File: src/hw/rtl/btw_pkg.sv
package btw_pkg;

    localparam int POS_BITS    = 32;
    localparam int FRAC_BITS   = 16;
    localparam int DEN_BITS    = 16;
    localparam int DIV_STEPS   = POS_BITS + FRAC_BITS;
    localparam int WIDTH_BITS  = 13;
    localparam int TAP_BITS    = 12;
    localparam int CNT_BITS    = 3;
    localparam int WEIGHT_BITS = 18;
    localparam int MAX_WIDTH   = 4096;
    localparam int CFG_IDX_BITS = 1;

    localparam logic [CFG_IDX_BITS-1:0] REG_STEP_DENOMINATOR = 1'd0;
    localparam logic [CFG_IDX_BITS-1:0] REG_SOURCE_WIDTH     = 1'd1;

    // One stage of the divider chain: partial remainder, and a word that
    // shifts dividend bits out at the top and quotient bits in at the bottom.
    typedef struct packed {
        logic                 valid;
        logic [DEN_BITS-1:0]  rem;
        logic [DIV_STEPS-1:0] word;
    } div_cell_t;

endpackage

File: src/hw/rtl/btw_weight.sv
module btw_weight (
    input  logic                                aclk,
    input  logic                                aresetn,
    input  logic                                en,
    input  logic                                in_valid,
    input  logic [btw_pkg::DIV_STEPS-1:0]       quot,
    input  logic [btw_pkg::WIDTH_BITS-1:0]      width,
    output logic                                out_valid,
    output logic [btw_pkg::TAP_BITS-1:0]        first_tap,
    output logic [btw_pkg::CNT_BITS-1:0]        tap_count,
    output logic signed [btw_pkg::WEIGHT_BITS-1:0] weight_a,
    output logic signed [btw_pkg::WEIGHT_BITS-1:0] weight_b,
    output logic signed [btw_pkg::WEIGHT_BITS-1:0] weight_c,
    output logic signed [btw_pkg::WEIGHT_BITS-1:0] weight_d
);
    import btw_pkg::*;

    localparam int PROD_BITS = 2 * FRAC_BITS;
    localparam int ACC_BITS  = FRAC_BITS + 5;
    localparam logic [PROD_BITS-1:0] HALF = PROD_BITS'(1) << (FRAC_BITS - 1);
    localparam logic signed [ACC_BITS-1:0] TWO_ONE = ACC_BITS'(2) << FRAC_BITS;

    logic [POS_BITS-1:0]  idx_raw;
    logic [FRAC_BITS-1:0] t_raw;
    logic [TAP_BITS-1:0]  idx_sat;

    logic                 v1_reg, v2_reg, v3_reg;
    logic [TAP_BITS-1:0]  idx1_reg, idx2_reg;
    logic [FRAC_BITS-1:0] t1_reg, t2t_reg, t2_reg;
    logic [PROD_BITS-1:0] p1_reg, p2_reg;
    logic [FRAC_BITS-1:0] t2_next, t3;
    logic [PROD_BITS-1:0] p1_next, p2_next, p2sum, p1sum;

    logic signed [ACC_BITS-1:0] ti, t2i, t3i, d0, d1, d2, d3;
    logic signed [ACC_BITS-1:0] h0, h1, h2, h3;
    logic [WIDTH_BITS:0] idx_p1, idx_p2;
    logic has_c, has_d;

    logic [TAP_BITS-1:0]  first_reg, first_next;
    logic [CNT_BITS-1:0]  count_reg, count_next;
    logic signed [WEIGHT_BITS-1:0] wa_reg, wb_reg, wc_reg, wd_reg;
    logic signed [WEIGHT_BITS-1:0] wa_next, wb_next, wc_next, wd_next;

    // Stage 1: clamp the index to the last source sample and square t.
    always_comb begin
        idx_raw = quot[DIV_STEPS-1:FRAC_BITS];
        t_raw   = quot[FRAC_BITS-1:0];
        if (idx_raw > POS_BITS'(width - WIDTH_BITS'(1))) begin
            idx_sat = TAP_BITS'(width - WIDTH_BITS'(1));
        end else begin
            idx_sat = idx_raw[TAP_BITS-1:0];
        end
        p1_next = PROD_BITS'(t_raw) * PROD_BITS'(t_raw);
    end

    // Stage 2: round t^2 and multiply by t again.
    always_comb begin
        p1sum   = p1_reg + HALF;
        t2_next = p1sum[PROD_BITS-1:FRAC_BITS];
        p2_next = PROD_BITS'(t2_next) * PROD_BITS'(t1_reg);
    end

    // Stage 3: doubled weights, halving that rounds ties upward, edge trim.
    always_comb begin
        p2sum = p2_reg + HALF;
        t3    = p2sum[PROD_BITS-1:FRAC_BITS];
        ti    = $signed(ACC_BITS'(t2t_reg));
        t2i   = $signed(ACC_BITS'(t2_reg));
        t3i   = $signed(ACC_BITS'(t3));
        d0    = (t2i <<< 1) - ti - t3i;
        d1    = TWO_ONE - (t2i <<< 2) - t2i + (t3i <<< 1) + t3i;
        d2    = ti + (t2i <<< 2) - (t3i <<< 1) - t3i;
        d3    = t3i - t2i;
        h0    = (d0 + ACC_BITS'(1)) >>> 1;
        h1    = (d1 + ACC_BITS'(1)) >>> 1;
        h2    = (d2 + ACC_BITS'(1)) >>> 1;
        h3    = (d3 + ACC_BITS'(1)) >>> 1;

        // The taps one and two past the index exist while they stay inside the width.
        idx_p1 = (WIDTH_BITS + 1)'(idx2_reg) + (WIDTH_BITS + 1)'(1);
        idx_p2 = (WIDTH_BITS + 1)'(idx2_reg) + (WIDTH_BITS + 1)'(2);
        has_c  = idx_p1 < (WIDTH_BITS + 1)'(width);
        has_d  = idx_p2 < (WIDTH_BITS + 1)'(width);

        if (idx2_reg == '0) begin
            first_next = '0;
            count_next = CNT_BITS'(1) + CNT_BITS'(has_c) + CNT_BITS'(has_d);
            wa_next    = WEIGHT_BITS'(h1);
            wb_next    = has_c ? WEIGHT_BITS'(h2) : '0;
            wc_next    = has_d ? WEIGHT_BITS'(h3) : '0;
            wd_next    = '0;
        end else begin
            first_next = idx2_reg - TAP_BITS'(1);
            count_next = CNT_BITS'(2) + CNT_BITS'(has_c) + CNT_BITS'(has_d);
            wa_next    = WEIGHT_BITS'(h0);
            wb_next    = WEIGHT_BITS'(h1);
            wc_next    = has_c ? WEIGHT_BITS'(h2) : '0;
            wd_next    = has_d ? WEIGHT_BITS'(h3) : '0;
        end
    end

    always_ff @(posedge aclk) begin
        if (!aresetn) begin
            v1_reg <= 1'b0;
            v2_reg <= 1'b0;
            v3_reg <= 1'b0;
        end else if (en) begin
            v1_reg <= in_valid;
            v2_reg <= v1_reg;
            v3_reg <= v2_reg;
        end
        if (en) begin
            idx1_reg  <= idx_sat;
            t1_reg    <= t_raw;
            p1_reg    <= p1_next;
            idx2_reg  <= idx1_reg;
            t2t_reg   <= t1_reg;
            t2_reg    <= t2_next;
            p2_reg    <= p2_next;
            first_reg <= first_next;
            count_reg <= count_next;
            wa_reg    <= wa_next;
            wb_reg    <= wb_next;
            wc_reg    <= wc_next;
            wd_reg    <= wd_next;
        end
    end

    assign out_valid = v3_reg;
    assign first_tap = first_reg;
    assign tap_count = count_reg;
    assign weight_a  = wa_reg;
    assign weight_b  = wb_reg;
    assign weight_c  = wc_reg;
    assign weight_d  = wd_reg;

endmodule

File: config.mk
export PLATFORM = sky130hd
export DESIGN_NAME = btw_weight
export DESIGN_NICKNAME = d
export VERILOG_FILES = /design/src/hw/rtl/btw_pkg.sv /design/src/hw/rtl/btw_weight.sv
export SDC_FILE = /design/constraint.sdc
export NUM_CORES = 2
export LEC_CHECK = 0
export ABC_CLOCK_PERIOD_IN_PS = 12120
export BUFFER_PORTS_ARGS = -buffer_cell sky130_fd_sc_hd__buf_2
export CAP_MARGIN = 0
export CORE_MARGIN = 2
export CORE_UTILIZATION = 60
export CTS_CLUSTER_DIAMETER = 150
export DETAILED_ROUTE_END_ITERATION = 10
export PLACE_DENSITY = 0.88
export SYNTH_ARGS = -nofsm -noshare
export SYNTH_HDL_FRONTEND = slang
export SYNTH_SLANG_ARGS = --single-unit
File: constraint.sdc
create_clock -name aclk -period 12.12 [get_ports aclk]
set_input_delay 0.606 -clock aclk [delete_from_list [all_inputs] [get_ports aclk]]
set_output_delay 0.606 -clock aclk [all_outputs]
set_load 0.02 [all_outputs]
## After elaboration in Yosys (flattened, before gate mapping)

Cells that the tools add are included.

- Word-level logic and storage cells: 54
- Input port bits: 65
- Flip-flop bits (word level): 226

- Add/sub/neg operators: 25
- Multipliers: 2
- Multiplexer cells: 7
- Reduce and logical (&&, ||, !) cells: 1
- Magnitude comparators: 3

Operator list:

| operator | number |
|---|---|
| $mux 18 | 5 |
| $add 32x16->32 const B | 2 |
| $mul 16x16->32 | 2 |
| $add 19x2->19 const B | 3 |
| $sub 19x17->19 | 3 |
| $gt 32x32->1 | 1 |
| $lt 13x13->1 | 2 |
| $sub 12x1->12 const B | 2 |
| $add 16x18->19 | 1 |
| $add 19x17->19 | 1 |
| $add 19x18->19 | 1 |
| $sub 18x17->19 | 1 |
| $sub 18x18->19 const A | 1 |
| $add 17x2->18 const B | 1 |
| $sub 17x16->18 | 1 |
| $sub 16x16->17 | 1 |
| $sub 13x1->14 const B | 1 |
| $add 12x1->13 const B | 1 |
| $add 12x2->13 const B | 1 |
| $logic_not 12->1 | 1 |
| $mux 12 | 1 |
| $add 2x1->3 | 1 |
| $add 2x1->3 const A | 1 |
| $add 3x1->3 | 1 |
| other kinds (2) | 2 |

## Depth between registers and ports, before layout

- Word-level depth: 6
- Gate-level depth with buffers: 29
- Gate-level depth less buffers: 27

## Worst setup path before layout

OpenSTA, ideal clock, no wires.

- Path kind: reg-to-reg
- Start point: register p1_reg[17]
- End point: register p2_reg[30] (data pin)
- Required time: 11.858 ns
- Period minus slack after synthesis: 7.357 ns
- Data arrival time: 7.095 ns
- Cell stages (with the launch flop): 28
- Slack: 4.763 ns
- Setup time: 0.262 ns
- Cell sequence: edfxtp_1 -> and3_1 -> and2_1 -> clkbuf_1 -> and3_1 -> nand4_1 -> xnor2_1 -> clkbuf_1 -> nand2_1 -> fa_1 -> fa_1 -> inv_1 -> fa_1 -> fa_1 -> fa_1 -> inv_1 -> fa_1 -> inv_1 -> ha_1 -> a211oi_1 -> o211ai_1 -> a21oi_1 -> a21oi_1 -> a31o_2 -> a21o_1 -> o41ai_1 -> o21bai_1 -> xor2_1

- Longest elaborated chain between the ends: 2

Ends and longest elaborated chain:

| element | RTL line | source |
|---|---|---|
| start, declared | btw_weight.sv:30 | `logic [PROD_BITS-1:0] p1_reg, p2_reg;` |
| start signal, assigned | btw_weight.sv:115 | `p1_reg <= p1_next;` |
| $add 32x16->32 | btw_weight.sv:58 | `p1sum = p1_reg + HALF;` |
| net p1sum[28] | btw_weight.sv:32 | `logic [PROD_BITS-1:0] p1_next, p2_next, p2sum, p1sum;` |
| $mul 16x16->32 | btw_weight.sv:60 | `p2_next = PROD_BITS'(t2_next) * PROD_BITS'(t1_reg);` |
| net p2_next[30] | btw_weight.sv:32 |  |
| end signal, assigned | btw_weight.sv:119 | `p2_reg <= p2_next;` |
| end, declared | btw_weight.sv:30 |  |

The timed path passes the listed nets, and every way through them passes these cells.
A chain may end at the register's enable or synchronous reset.

## Worst setup path after layout

- Start point: register p1_reg[17]
- End point: register p2_reg[30] (data pin)

- Longest elaborated chain between the ends: 2

Ends and longest elaborated chain:

| element | RTL line |
|---|---|
| $add 32x16->32 | btw_weight.sv:58 |
| $mul 16x16->32 | btw_weight.sv:60 |
| net p2_next[30] | btw_weight.sv:32 |

The timed path passes the listed nets, and every way through them passes these cells.

==> results.py <==
metrics = {
    "run": {
        "cap_violations": 0,
    },
    "final_layout": {
        "seq_area_sq_um": 5830,
        "num_antenna_cells": 0,
        "final_cell_mix": "inv_1, fa_1, ha_1, nand2_1, edfxtp_1",
        "fin_area_sq_um": 31900,
        "fillers": 3551,
        "nNetsFinal": 4058,
        "layout_commonest_cell": "inv_1",
        "multi_input_area_sq_um": 21500,
        "drive_gt1_frac": 0.0738,
        "synthToLayoutAreaGrowth_pct": 6.66,
    },
    "min_path": {
        "hp-start": "aresetn",
        "holdPathEnd": "v1_reg$_SDFFE_PN0P_",
        "hold_depth": 2,
        "hold_class": "primary input to flop",
    },
    "clock_tree": {
        "post_cts_buffers": 0,
        "clk_pin_slew_ns": 0.07,
        "ctsRootBufferMaster": "clkbuf_16",
        "cts_resized": 0,
        "ctsLongestPathBuffers": 2,
        "h-tree-depth": 4,
        "clock-sinks": 195,
        "clkLatencyLatePin_ns": 0.48,
        "cts_made_buffers": 17,
        "cts_hold_buf": 0,
        "cts_tree": "built",
    },
    "grt": {
        "grt-ovfl-total": 0,
        "track_usage": 0.270,
        "antenna_found_initial": 0,
        "grt_pass1_vias": 23232,
        "grt_pass1_wl_microns": 111000,
        "grt_start_max_net_pins": 119,
    },
    "status": {
        "status": "completed",
    },
    "timing": {
        "setup_viol": 0,
        "clock_skew_ns": 0.0112,
        "setup_tns_ns": 0,
        "hold_viol": 0,
        "period_needed_ns": 7.73,
        "rsz0062_at_grt": "false",
        "relSlewSlack": 0.315,
        "drv_slew": 0,
        "fmax_mhz": 129,
        "fin_crit_sh": 0.638,
        "worst_pin_slew_ns": 1.02,
    },
    "floorplan": {
        "die_y_microns": 227,
        "row_count": 81,
        "die_w_microns": 227,
        "die-area_sq_um": 51700,
        "pin_count": 153,
        "core_region_area_sq_um": 49200,
        "start_util": 0.609,
    },
    "route": {
        "antenna_left": 0,
        "drc": 0,
        "firstDrtPassIters": 6,
        "first_iter_violations": 1566,
        "via_per_inst": 5.71,
        "wire_per_inst_microns": 17.1,
        "drt-total-wl_microns": 66400,
        "vias": 22106,
    },
    "worst_setup_path": {
        "crit_arrival_ns": 7.95,
        "path_class": "flop to flop",
        "r2r-end": "p2_reg[30]$_DFFE_PP_",
        "cp-end-kind": "flop",
        "r2r_cells": 26,
        "r2r-start": "p1_reg[17]$_DFFE_PP_",
        "cp-start-kind": "flop",
        "worst-path-max-fanout": 17,
        "crit_path_start": "p1_reg[17]$_DFFE_PP_",
        "worstPathRequired_ns": 12.34,
        "rrSetupSlack_ns": 4.39,
    },
    "place": {
        "port_buffers": 152,
        "gp_congestion": 0.933,
        "place_area_sq_um": 31400,
        "hpwl_microns": 52000,
    },
    "logic_synthesis": {
        "synth-seq-cells": 195,
        "yosysWarnings": 0,
        "synth_fp_nets": 3951,
        "synth.avg_cell_area_sq_um": 9.69,
        "synth_edf_count": 192,
        "synth_area_sq_um": 30000,
        "synth-async-reset-ratio": 0,
        "netlist_instances": 3090,
        "ys_seq_area_frac": 0.194,
        "ys.flop_type": "edfxtp_1",
        "ys_types": 84,
    },
}
==> cell families (layout without fill, tap and decap cells) <==
logic type	Yosys count	in the layout	synth area share
simple gates	850	850	0.141
fa+ha+maj	796	796	0.437
xor+xnor	187	187	0.0554
compound gates	347	347	0.0779
mux	20	20	0.00681
flops	195	195	0.194
buf+inv	695	815	0.0876
==> metrics by stage <==
stage | hold slack (ns) | utilization | setup slack [ns] | instances
floorplan | 0.400 | - | 4.76 | 3090
global placement | 0.402 | 0.638 | 4.73 | 3842
detailed placement | 0.409 | 0.638 | 4.52 | 3842
CTS | 0.363 | 0.650 | 4.46 | 3874
global route | 0.396 | 0.650 | 3.89 | 3874
finish | 0.372 | 0.650 | 4.39 | 3874
==> how the worst max path moves through the flow <==
stage | cells after the start | end | slack [ns]
2_1_floorplan | 27 | p2_reg[30]$_DFFE_PP_ | 4.76
3_3_place_gp | 27 | p2_reg[30]$_DFFE_PP_ | 4.73
3_5_place_dp | 27 | p2_reg[30]$_DFFE_PP_ | 4.52
4_1_cts | 26 | p2_reg[30]$_DFFE_PP_ | 4.46
5_1_grt | 26 | p2_reg[30]$_DFFE_PP_ | 3.89
6_report | 26 | p2_reg[30]$_DFFE_PP_ | 4.39
==> synth_stat cells, types with 11 or more instances <==
cell type | n | area, sq um
inv_1 | 613 | 2300
fa_1 | 417 | 8350
ha_1 | 379 | 4740
nand2_1 | 276 | 1040
edfxtp_1 | 192 | 5770
and2_1 | 182 | 1140
nor2_1 | 141 | 529
xnor2_1 | 120 | 1050
a21oi_1 | 90 | 450
clkbuf_1 | 70 | 263
xor2_1 | 65 | 569
o21ai_0 | 62 | 310
nand3_1 | 52 | 260
a21o_1 | 45 | 338
nor3_1 | 40 | 200
nor2b_1 | 29 | 181
nand4_1 | 27 | 169
and3_1 | 26 | 163
o21a_1 | 21 | 158
mux2i_1 | 17 | 170
nand2b_1 | 16 | 100
or3_1 | 14 | 87.6
o211ai_1 | 13 | 97.6
o21bai_1 | 13 | 97.6
o31ai_1 | 13 | 97.6
or2_2 | 12 | 75.1
nor4_1 | 11 | 68.8
==> routing by layer <==
layer,vias up,GRT usage,routed length (microns)
li1,10178,-,-
met1,10779,0.344,26800
met2,967,0.471,32600
met3,182,0.0368,4850
met4,0,0.0978,2070
met5,-,0,0
==> critical path: stages, from the launching register on <==
cell and delay, ns:
edfxtp_1 0.41, and3_1 0.19, and2_1 0.26, and3_1 0.29, nand4_1 0.13, xnor2_1 0.16, buf_4 0.26, nand2_1 0.11
fa_1 0.54, fa_1 0.54, fa_1 0.53, inv_1 0.06, fa_1 0.46, fa_1 0.51, inv_1 0.05, fa_1 0.48
inv_1 0.05, ha_1 0.34, a21oi_1 0.25, o211ai_1 0.15, a21oi_1 0.21, a21oi_1 0.09, a31o_2 0.25, a21o_1 0.19
o41ai_1 0.63, o21bai_1 0.17, xor2_1 0.17
==> area by class of cell <==
class,instances,share of cell area
clock buffer,18,0.0134
timing repair buffer,170,0.0283
multi-input combinational,2200,0.674
inverter,613,0.0720
clock inverter,14,0.00427
sequential,195,0.182
tap,664,0.0260
Power is left out: the tool's default activity adds up to more than one toggle a clock period on the data nets, which glitch-free logic cannot reach.
