File: src/hw/rtl/btw_pkg.sv
package btw_pkg;

    localparam int POS_BITS    = 32;
    localparam int FRAC_BITS   = 16;
    localparam int DEN_BITS    = 16;
    localparam int DIV_STEPS   = POS_BITS + FRAC_BITS;
    localparam int WIDTH_BITS  = 13;
    localparam int TAP_BITS    = 12;
    localparam int CNT_BITS    = 3;
    localparam int WEIGHT_BITS = 18;
    localparam int MAX_WIDTH   = 4096;
    localparam int CFG_IDX_BITS = 1;

    localparam logic [CFG_IDX_BITS-1:0] REG_STEP_DENOMINATOR = 1'd0;
    localparam logic [CFG_IDX_BITS-1:0] REG_SOURCE_WIDTH     = 1'd1;

    // One stage of the divider chain: partial remainder, and a word that
    // shifts dividend bits out at the top and quotient bits in at the bottom.
    typedef struct packed {
        logic                 valid;
        logic [DEN_BITS-1:0]  rem;
        logic [DIV_STEPS-1:0] word;
    } div_cell_t;

endpackage

File: src/hw/rtl/btw_div_cell.sv
module btw_div_cell (
    input  logic                          aclk,
    input  logic                          aresetn,
    input  logic                          en,
    input  logic [btw_pkg::DEN_BITS-1:0]  den,
    input  btw_pkg::div_cell_t            cell_in,
    output btw_pkg::div_cell_t            cell_out
);
    import btw_pkg::*;

    logic [DEN_BITS:0] trial;
    logic              qbit;
    logic [DEN_BITS:0] diff;
    logic              valid_reg;
    logic [DEN_BITS-1:0]  rem_reg, rem_next;
    logic [DIV_STEPS-1:0] word_reg, word_next;

    always_comb begin
        trial     = {cell_in.rem, cell_in.word[DIV_STEPS-1]};
        diff      = trial - {1'b0, den};
        qbit      = (trial >= {1'b0, den});
        rem_next  = qbit ? diff[DEN_BITS-1:0] : trial[DEN_BITS-1:0];
        word_next = {cell_in.word[DIV_STEPS-2:0], qbit};
    end

    always_ff @(posedge aclk) begin
        if (!aresetn) begin
            valid_reg <= 1'b0;
        end else if (en) begin
            valid_reg <= cell_in.valid;
        end
        if (en) begin
            rem_reg  <= rem_next;
            word_reg <= word_next;
        end
    end

    assign cell_out.valid = valid_reg;
    assign cell_out.rem   = rem_reg;
    assign cell_out.word  = word_reg;

endmodule

File: config.mk
export PLATFORM = sky130hd
export DESIGN_NAME = btw_div_cell
export DESIGN_NICKNAME = d
export VERILOG_FILES = /design/src/hw/rtl/btw_pkg.sv /design/src/hw/rtl/btw_div_cell.sv
export SDC_FILE = /design/constraint.sdc
export NUM_CORES = 1
export LEC_CHECK = 0
export BUFFER_PORTS_ARGS = -buffer_cell sky130_fd_sc_hd__buf_2
export CAP_MARGIN = 20
export CORE_UTILIZATION = 50
export CTS_BUF_LIST = sky130_fd_sc_hd__clkbuf_4 sky130_fd_sc_hd__clkbuf_8 sky130_fd_sc_hd__clkbuf_16
export DETAILED_ROUTE_END_ITERATION = 8
export HOLD_SLACK_MARGIN = 0.08
export PLACE_DENSITY = 0.85
export SYNTH_ARGS = -nofsm -noshare
export SYNTH_HDL_FRONTEND = slang
export SYNTH_SLANG_ARGS = --single-unit
export TNS_END_PERCENT = 10
File: constraint.sdc
create_clock -name aclk -period 6.9 [get_ports aclk]
set_clock_uncertainty 0.2 [all_clocks]
set_input_delay 0.69 -clock aclk [delete_from_list [all_inputs] [get_ports aclk]]
set_output_delay 0.69 -clock aclk [all_outputs]
set_load 0.01 [all_outputs]
**After elaboration in Yosys (flattened, before gate mapping)**

Cells that the tools add are included.

- Magnitude comparators: 1
- Add/subtract/negate cells: 1
- Mux-type cells: 1

Operators with widths:

| operator | count |
|---|---|
| 17-bit by 16-bit greater-or-equal comparator with 1-bit output | 1 |
| 16-bit two-way mux | 1 |
| 16-bit subtractor | 1 |

- Register bits after elaboration: 65
- Logic and storage cells: 6
- Input bits: 84

**Depth between registers and ports, before layout**

Gate-level depths: netlist of run 1.

- Depth in word-level cells: 2
- Gate-level depth with buffers: 12

**Worst setup path before layout of run 1**

No wires, ideal clock.

- Kind: input to register
- From: in den[12] in the netlist's numbering
- To: reg rem_reg[10] (data pin)
- Setup slack: 3780 ps
- Stages: 12
- Data required time: 6440 ps
- Arrival time: 2660 ps
- Buffers on the path: 4
- Path through: inv_1 ha_1 buf_6 and2_4 buf_6 a221o_1 a21boi_4 and2_4 buf_8 inv_4 buf_12 mux2_4

- Longest elaborated chain between the ends: 2

Ends and longest elaborated chain:

| item | line | text |
|---|---|---|
| start: declaration | btw_div_cell.sv:5 | `input logic [btw_pkg::DEN_BITS-1:0] den,` |
| 17-bit by 16-bit greater-or-equal comparator with 1-bit output | btw_div_cell.sv:21 | `qbit = (trial >= {1'b0, den});` |
| net qbit | btw_div_cell.sv:12 | `logic qbit;` |
| 16-bit two-way mux | btw_div_cell.sv:22 | `rem_next = qbit ? diff[DEN_BITS-1:0] : trial[DEN_BITS-1:0];` |
| net rem_next[10] | btw_div_cell.sv:15 | `logic [DEN_BITS-1:0] rem_reg, rem_next;` |
| end signal: assignment | btw_div_cell.sv:33 | `rem_reg <= rem_next;` |
| end: declaration | btw_div_cell.sv:15 |  |

The timed path passes the listed nets, and every way through them passes these cells.
A chain may end at the register's enable or synchronous reset.

**Worst setup path in the final report of run 1**

- From: in den[8] in the netlist's numbering
- To: reg rem_reg[8] (data pin)

- Longest elaborated chain between the ends: 2
- Elaborated cells on any way between the ends: 3
- Those cells by class: add/sub (1); order compare (1); mux (1)

Ends and longest elaborated chain:

| item | line |
|---|---|
| 16-bit subtractor or 17-bit by 16-bit greater-or-equal comparator with 1-bit output (tied branches) | btw_div_cell.sv:20, btw_div_cell.sv:21 |
| 16-bit two-way mux * | btw_div_cell.sv:22 |
| net rem_next[8] | btw_div_cell.sv:15 |

Mark *: on every way through the listed nets, which the timed path passes. The rest lies on a longest branch.

==> impl_metrics.py, run 1 <==
metrics = {
    "status": {
        "status": "finished clean",
    },
    "route": {
        "wl_per_cell_um": 16.22,
        "dr.max_layer_used": "met4",
        "wl_um": 7379,
        "drt-met1-wl_um": 2847,
        "vias": 2397,
        "drt_pass1_iterations": 4,
        "dr_wl_met3_um": 663,
        "drc": 0,
        "postRouteAntennaNets": 0,
        "wl_met2_um": 3837,
        "vias_per_cell": 5.268,
        "drt_iter0_markers": 111,
    },
    "place": {
        "dp_hpwl_um": 5673,
        "dpl-instance-area_sq_um": 3930,
        "placed_cells": 439,
        "io_buffers": 148,
        "gp_congestion": 0.8574,
    },
    "die": {
        "pin_count": 149,
        "fp.coreArea_sq_um": 5991,
        "fp.dieH_um": 81.46,
        "dieArea_sq_um": 6635,
        "initial_core_util": 0.5269,
        "core.rowCount": 28,
        "die_w_um": 81.46,
    },
    "clocking": {
        "h-tree-depth": 3,
        "clock_latency_ns": 0.31,
        "post_cts_buffers": 0,
        "cts_root_buf": "clkbuf_8",
        "cts_max_path_buffers": 2,
        "cts_resized": 0,
        "cts_hold_buf": 0,
        "clkSinkCount": 65,
        "clkTransAtPathRegs_ns": 0.07,
        "cts_tree": "done",
        "cts_inserted_buffers": 9,
    },
    "critical_path": {
        "cpMaxStageDelayCell": "a221o_1",
        "r2r_slack_ns": 6.10,
        "endpoint_kind": "register",
        "worst-path-max-fanout": 11,
        "path_buf_inv": 3,
        "crit_path_start_kind": "input pin",
        "cp_top_family": "compound AO/OA/AOI/OAI gates",
        "cp.required_ns": 6.77,
        "arrival_ns": 2.83,
        "critPathKind": "in2reg",
        "slowest_delay_ns": 0.42,
        "crit_path_cell_trace": "buf_2 > inv_1 > ha_1 > a21oi_2 > o21ai_1 > a221o_1 > a21boi_4 > and2_4 > inv_4 > mux2_4",
    },
    "grt": {
        "grt_max_degree": 66,
        "grt-ovfl-total": 0,
        "grt_pass1_wl_um": 10960,
        "grt_pass1_vias": 2271,
        "track_usage": 0.2233,
        "antenna_found_initial": 0,
    },
    "sta": {
        "hold_viol_final": 0,
        "setup_viol": 0,
        "rsz0062_at_grt": "no",
        "slew_headroom": 0.4623,
        "finalCriticalPeriod_ns": 2.962,
        "finalSetupTns_ns": 0,
        "fmax_mhz": 337.6,
        "report.final.slew_viol_count": 0,
        "worst_pin_slew_ns": 0.8066,
        "fin_crit_sh": 0.4292,
    },
    "finish": {
        "antenna_cells": 0,
        "area_delta_synth_final_pct": 31.59,
        "nNetsFinal": 476,
        "finalInstanceArea_sq_um": 4154,
        "final_cell_mix": "buf_2, edfxtp_1, inv_1",
        "largest_reg_flops": 48,
        "fin_util": 0.6934,
        "regArea_sq_um": 1942,
        "nFillCells": 445,
        "layout-drive-gt1-share": 0.4763,
        "multi_input_area_sq_um": 1069,
        "layout_commonest_cell": "buf_2",
        "finalNonFillerCells": 455,
    },
    "logic_synthesis": {
        "synth_cell_types": 48,
        "async_flop_share": 0,
        "ys_warn_count": 0,
        "synthCells": 221,
        "synth-edff-count": 64,
        "synth_nets": 322,
        "synth_top_area_cell": "edfxtp_1",
        "ys_seq_area_frac": 0.6151,
        "synth-seq-cells": 65,
        "yosys_most_used_dff": "edfxtp_1",
        "syn_area_sq_um": 3157,
        "synth.area.top_cells": "edfxtp_1, ha_1, mux2_4",
        "netlist.area_leader.share": 0.6088,
        "avgSynthCellArea_sq_um": 14.28,
    },
    "job": {
        "maxCapViolCount": 0,
    },
    "power_and_ir_drop": {
        "p_per_area_nw_per_um2": 251.6,
        "leakagePower_nw": 1.942,
        "vdd_drop_max_mv": 0.1467,
    },
    "hold_path": {
        "hold_path.class": "reg2reg",
    },
}
-- layer usage --
metal	vias to the layer above	track usage
li1	1150	-
met1	1133	0.2536
met2	110	0.4100
met3	4	0.06444
met4	0	0.05179
met5	-	0
-- tightest hold or removal path: cells and delay by family, from the launching register on --
family / cells / cell delay, ns
multiplexers: 1 / 0.07
flip-flops: 1 / 0.33
AND/OR/NAND/NOR: 1 / 0.10
-- power breakdown --
part / internal [mW] / leakage (nW) / switching [mW]
clock: 0.209 / 0.106 / 0.145
combinational: 0.0947 / 1.20 / 0.108
sequential: 0.480 / 0.635 / 0.00910
-- worst paths after layout --
kind                                             start                     end  cells after the start
worst max-delay path                            den[8]    rem_reg[8]$_DFFE_PP_                     10
worst min register to register  valid_reg$_SDFFE_PN0P_  valid_reg$_SDFFE_PN0P_                      2
worst min-delay path            valid_reg$_SDFFE_PN0P_  valid_reg$_SDFFE_PN0P_                      2
worst max register to register  valid_reg$_SDFFE_PN0P_  valid_reg$_SDFFE_PN0P_                      2
-- synth_stat cells, drive strengths merged, types with 2 or more instances --
| master | number |
|---|---|
| nand2b | 2 |
| nand4 | 2 |
| o21a | 6 |
| o31ai | 5 |
| nor3 | 3 |
| o211a | 2 |
| inv | 20 |
| and2 | 3 |
| a31oi | 2 |
| o21ai | 10 |
| edfxtp | 64 |
| nor2 | 12 |
| mux2 | 9 |
| mux2i | 2 |
| a21oi | 4 |
| ha | 16 |
| a211oi | 3 |
| nand3 | 7 |
| xor2 | 4 |
| o211ai | 2 |
| a211o | 3 |
| and3b | 2 |
| nand2 | 5 |
| a21o | 5 |
| nor2b | 2 |
| xnor2 | 5 |
| and3 | 2 |
| buf | 5 |
| a21boi | 4 |
-- metrics by stage --
step	hold WS [ns]	total power, mW	worst slack [ns]
after floorplan	0.2839	0.6183	3.780
after global placement	0.2929	0.6927	3.718
after detailed placement	0.3134	0.6998	3.647
after CTS	0.3237	1.053	3.997
after global routing	0.3187	1.092	3.853
final	0.3277	1.045	3.938
-- cells by family (layout without fill, tap and decap cells) --
kind of cell             count (synthesis)  after routing  share of synthesized area
AND/OR/NAND/NOR                         41             41                    0.06777
XOR/XNOR                                 9              9                    0.02497
multiplexers                            11             11                    0.04796
adder cells (fa/ha/maj)                 17             17                    0.06976
buffers and inverters                   26            185                    0.04637
AO/OA/AOI/OAI                           52             52                     0.1280
flip-flops                              65             65                     0.6151
-- layout make-up --
| cell class | instances | share of cell area |
|---|---|---|
| timing repair buffer | 149 | 0.1801 |
| multi-input combinational | 130 | 0.2572 |
| inverter | 20 | 0.01867 |
| sequential | 65 | 0.4675 |
| tap | 75 | 0.02259 |
| clock buffer | 10 | 0.03163 |
| clock inverter | 6 | 0.02229 |
(Power assumes the default switching activity.)
==> run 2, diff against run 1 <==
- CORE_UTILIZATION: 50 -> 42
- PLACE_DENSITY: 0.85 -> 0.76
- clock period: 6.9 -> 2.6 ns (I/O delays scaled with it)
==> run 2 against run 1 <==
- combinational power rose to 3.2 times the previous value
- register-to-register slack got worse by 4.9 ns
- global-route usage down 0.18 points
- flip-flop and latch count unchanged
- final cell count increased by 22%
- largest cell class unchanged
==> impl_metrics.py, run 2 (same netlist as run 1, synthesis figures left out) <==
metrics = {
    "finish": {
        "layout_commonest_cell": "buf_2",
        "layout-drive-gt1-share": 0.4374,
        "nNetsFinal": 551,
        "finalInstanceArea_sq_um": 4950,
        "final_cell_mix": "buf_2, dlygate4sd3_1, edfxtp_1",
        "nFillCells": 541,
        "largest_reg_flops": 48,
        "area_delta_synth_final_pct": 56.80,
        "antenna_cells": 0,
    },
    "die": {
        "core.rowCount": 31,
        "fp.dieH_um": 88.70,
        "pin_count": 149,
        "dieArea_sq_um": 7867,
        "initial_core_util": 0.4352,
        "die_w_um": 88.70,
        "fp.coreArea_sq_um": 7253,
    },
    "sta": {
        "finalCriticalPeriod_ns": 2.452,
        "report.final.slew_viol_count": 0,
        "worst_pin_slew_ns": 0.5488,
        "setup_viol": 0,
        "hold_slack_ns": 0.09364,
        "fin_crit_sh": 0.9430,
        "slew_headroom": 0.6341,
        "rsz0062_at_grt": "no",
        "hold_viol_final": 0,
        "fmax_mhz": 407.8,
    },
    "route": {
        "drc": 0,
        "wl_met2_um": 4567,
        "wl_per_cell_um": 15.88,
        "wl_um": 8797,
        "vias_per_cell": 4.814,
        "drt_iter0_markers": 94,
        "dr_wl_met3_um": 625,
        "drt-met1-wl_um": 3448,
        "vias": 2667,
        "drt_pass1_iterations": 5,
        "postRouteAntennaNets": 0,
        "dr.max_layer_used": "met4",
    },
    "power_and_ir_drop": {
        "leakagePower_nw": 2.247,
        "p_total_mw": 2.702,
        "vdd_drop_max_mv": 0.2542,
        "p_per_area_nw_per_um2": 545.9,
    },
    "job": {
        "maxCapViolCount": 0,
    },
    "grt": {
        "grt_pass1_vias": 2666,
        "grt-ovfl-total": 0,
        "antenna_found_initial": 0,
        "grt_max_degree": 25,
        "track_usage": 0.2216,
        "grt_pass1_wl_um": 12720,
    },
    "hold_path": {
        "hold_path.class": "in2reg",
        "min_to": "rem_reg[13]$_DFFE_PP_",
        "worstHoldPathCells": 3,
        "hp-start": "cell_in[60]",
    },
    "critical_path": {
        "crit_path_start_kind": "input pin",
        "cp_top_family": "buffers and inverters",
        "endpoint_kind": "register",
        "path_buf_inv": 3,
        "cpMaxStageDelayCell": "dlygate4sd3_1",
        "path_depth": 9,
        "slowest_delay_ns": 0.53,
        "critPathKind": "in2reg",
        "crit_path_cell_trace": "dlygate4sd3_1 > buf_2 > ha_4 > and3b_2 > a31oi_1 > a21boi_4 > and2_4 > inv_6 > mux2_2",
        "worst-path-max-fanout": 11,
        "r2r-end": "valid_reg$_SDFFE_PN0P_",
        "cp.required_ns": 2.49,
        "r2r_slack_ns": 1.24,
        "arrival_ns": 2.34,
        "worst-r2r-cell-count": 3,
        "rr_startpoint": "valid_reg$_SDFFE_PN0P_",
    },
    "clocking": {
        "cts_max_path_buffers": 2,
        "clkTransAtPathRegs_ns": 0.08,
        "h-tree-depth": 3,
        "clock_latency_ns": 0.33,
        "cts_tree": "done",
        "clkSinkCount": 65,
        "cts_root_buf": "clkbuf_8",
        "cts_inserted_buffers": 9,
    },
    "place": {
        "dp_hpwl_um": 5704,
        "gp_congestion": 0.8506,
        "io_buffers": 148,
        "dpl-instance-area_sq_um": 4116,
    },
    "status": {
        "status": "finished clean",
    },
}
==> run 2: cell types whose count changed in the layout (fill, tap and decap cells not counted), moves of 2 or more <==
cell and change:
inv_6 +3, ha_1 -6, bufinv_16 -2, dlygate4sd3_1 +64, ha_4 +6, clkinv_2 +2
buf_4 +10
==> run 2: worst min-delay path: stages <==
cell and delay (ns):
buf_2 0.11, nand3_1 0.07, o31ai_1 0.07
==> run 2: area by class of cell <==
cell class,count,area (sq um),share of cell area
inverter,20,85.08,0.01719
timing repair buffer,224,1484,0.2998
multi-input combinational,130,1145,0.2313
sequential,65,1942,0.3923
tap,99,123.9,0.02503
clock inverter,7,46.29,0.009353
clock buffer,9,123.9,0.02503
==> run 2: worst max-delay path by stage <==
stage	end	start	slack (ns)
after CTS	rem_reg[2]$_DFFE_PP_	cell_in[62]	0.007
after global routing	rem_reg[15]$_DFFE_PP_	cell_in[62]	0.08
after floorplan	rem_reg[10]$_DFFE_PP_	cell_in[59]	-0.02
after detailed placement	rem_reg[15]$_DFFE_PP_	den[9]	-0.05
after global placement	rem_reg[4]$_DFFE_PP_	den[8]	0.02
final	rem_reg[15]$_DFFE_PP_	cell_in[62]	0.15
==> run 2: power by group <==
| part | total, mW | switching [mW] | internal [mW] | leakage [nW] |
|---|---|---|---|---|
| Sequential | 1.30 | 0.0273 | 1.27 | 0.635 |
| Clock | 0.745 | 0.402 | 0.344 | 0.0830 |
| Combinational | 0.657 | 0.310 | 0.347 | 1.53 |
| Total | 2.70 | 0.739 | 1.96 | 2.25 |
==> run 2: per-layer routing <==
layer,GRT usage,up-vias
met4,0.07185,0
met5,0,-
met2,0.4287,124
li1,-,1293
met3,0.05504,20
met1,0.2328,1230
==> run 2: through the flow <==
stage,instances,util,TNS [ns],worst slack (ns)
floorplan,221,-,-0.1238,-0.01547
global placement,473,0.5675,0,0.02262
detailed placement,473,0.5675,-0.2039,-0.04848
CTS,553,0.6793,0,0.007092
global route,554,0.6824,0,0.08087
finish,554,0.6824,0,0.1481
==> run 2: what timing repair did <==
item,CTS,global route
buffers inserted,0,1
endpoints found under the hold margin,63,0
resized for setup,0,2
hold buffers,64,0
setup endpoints to repair,0,9
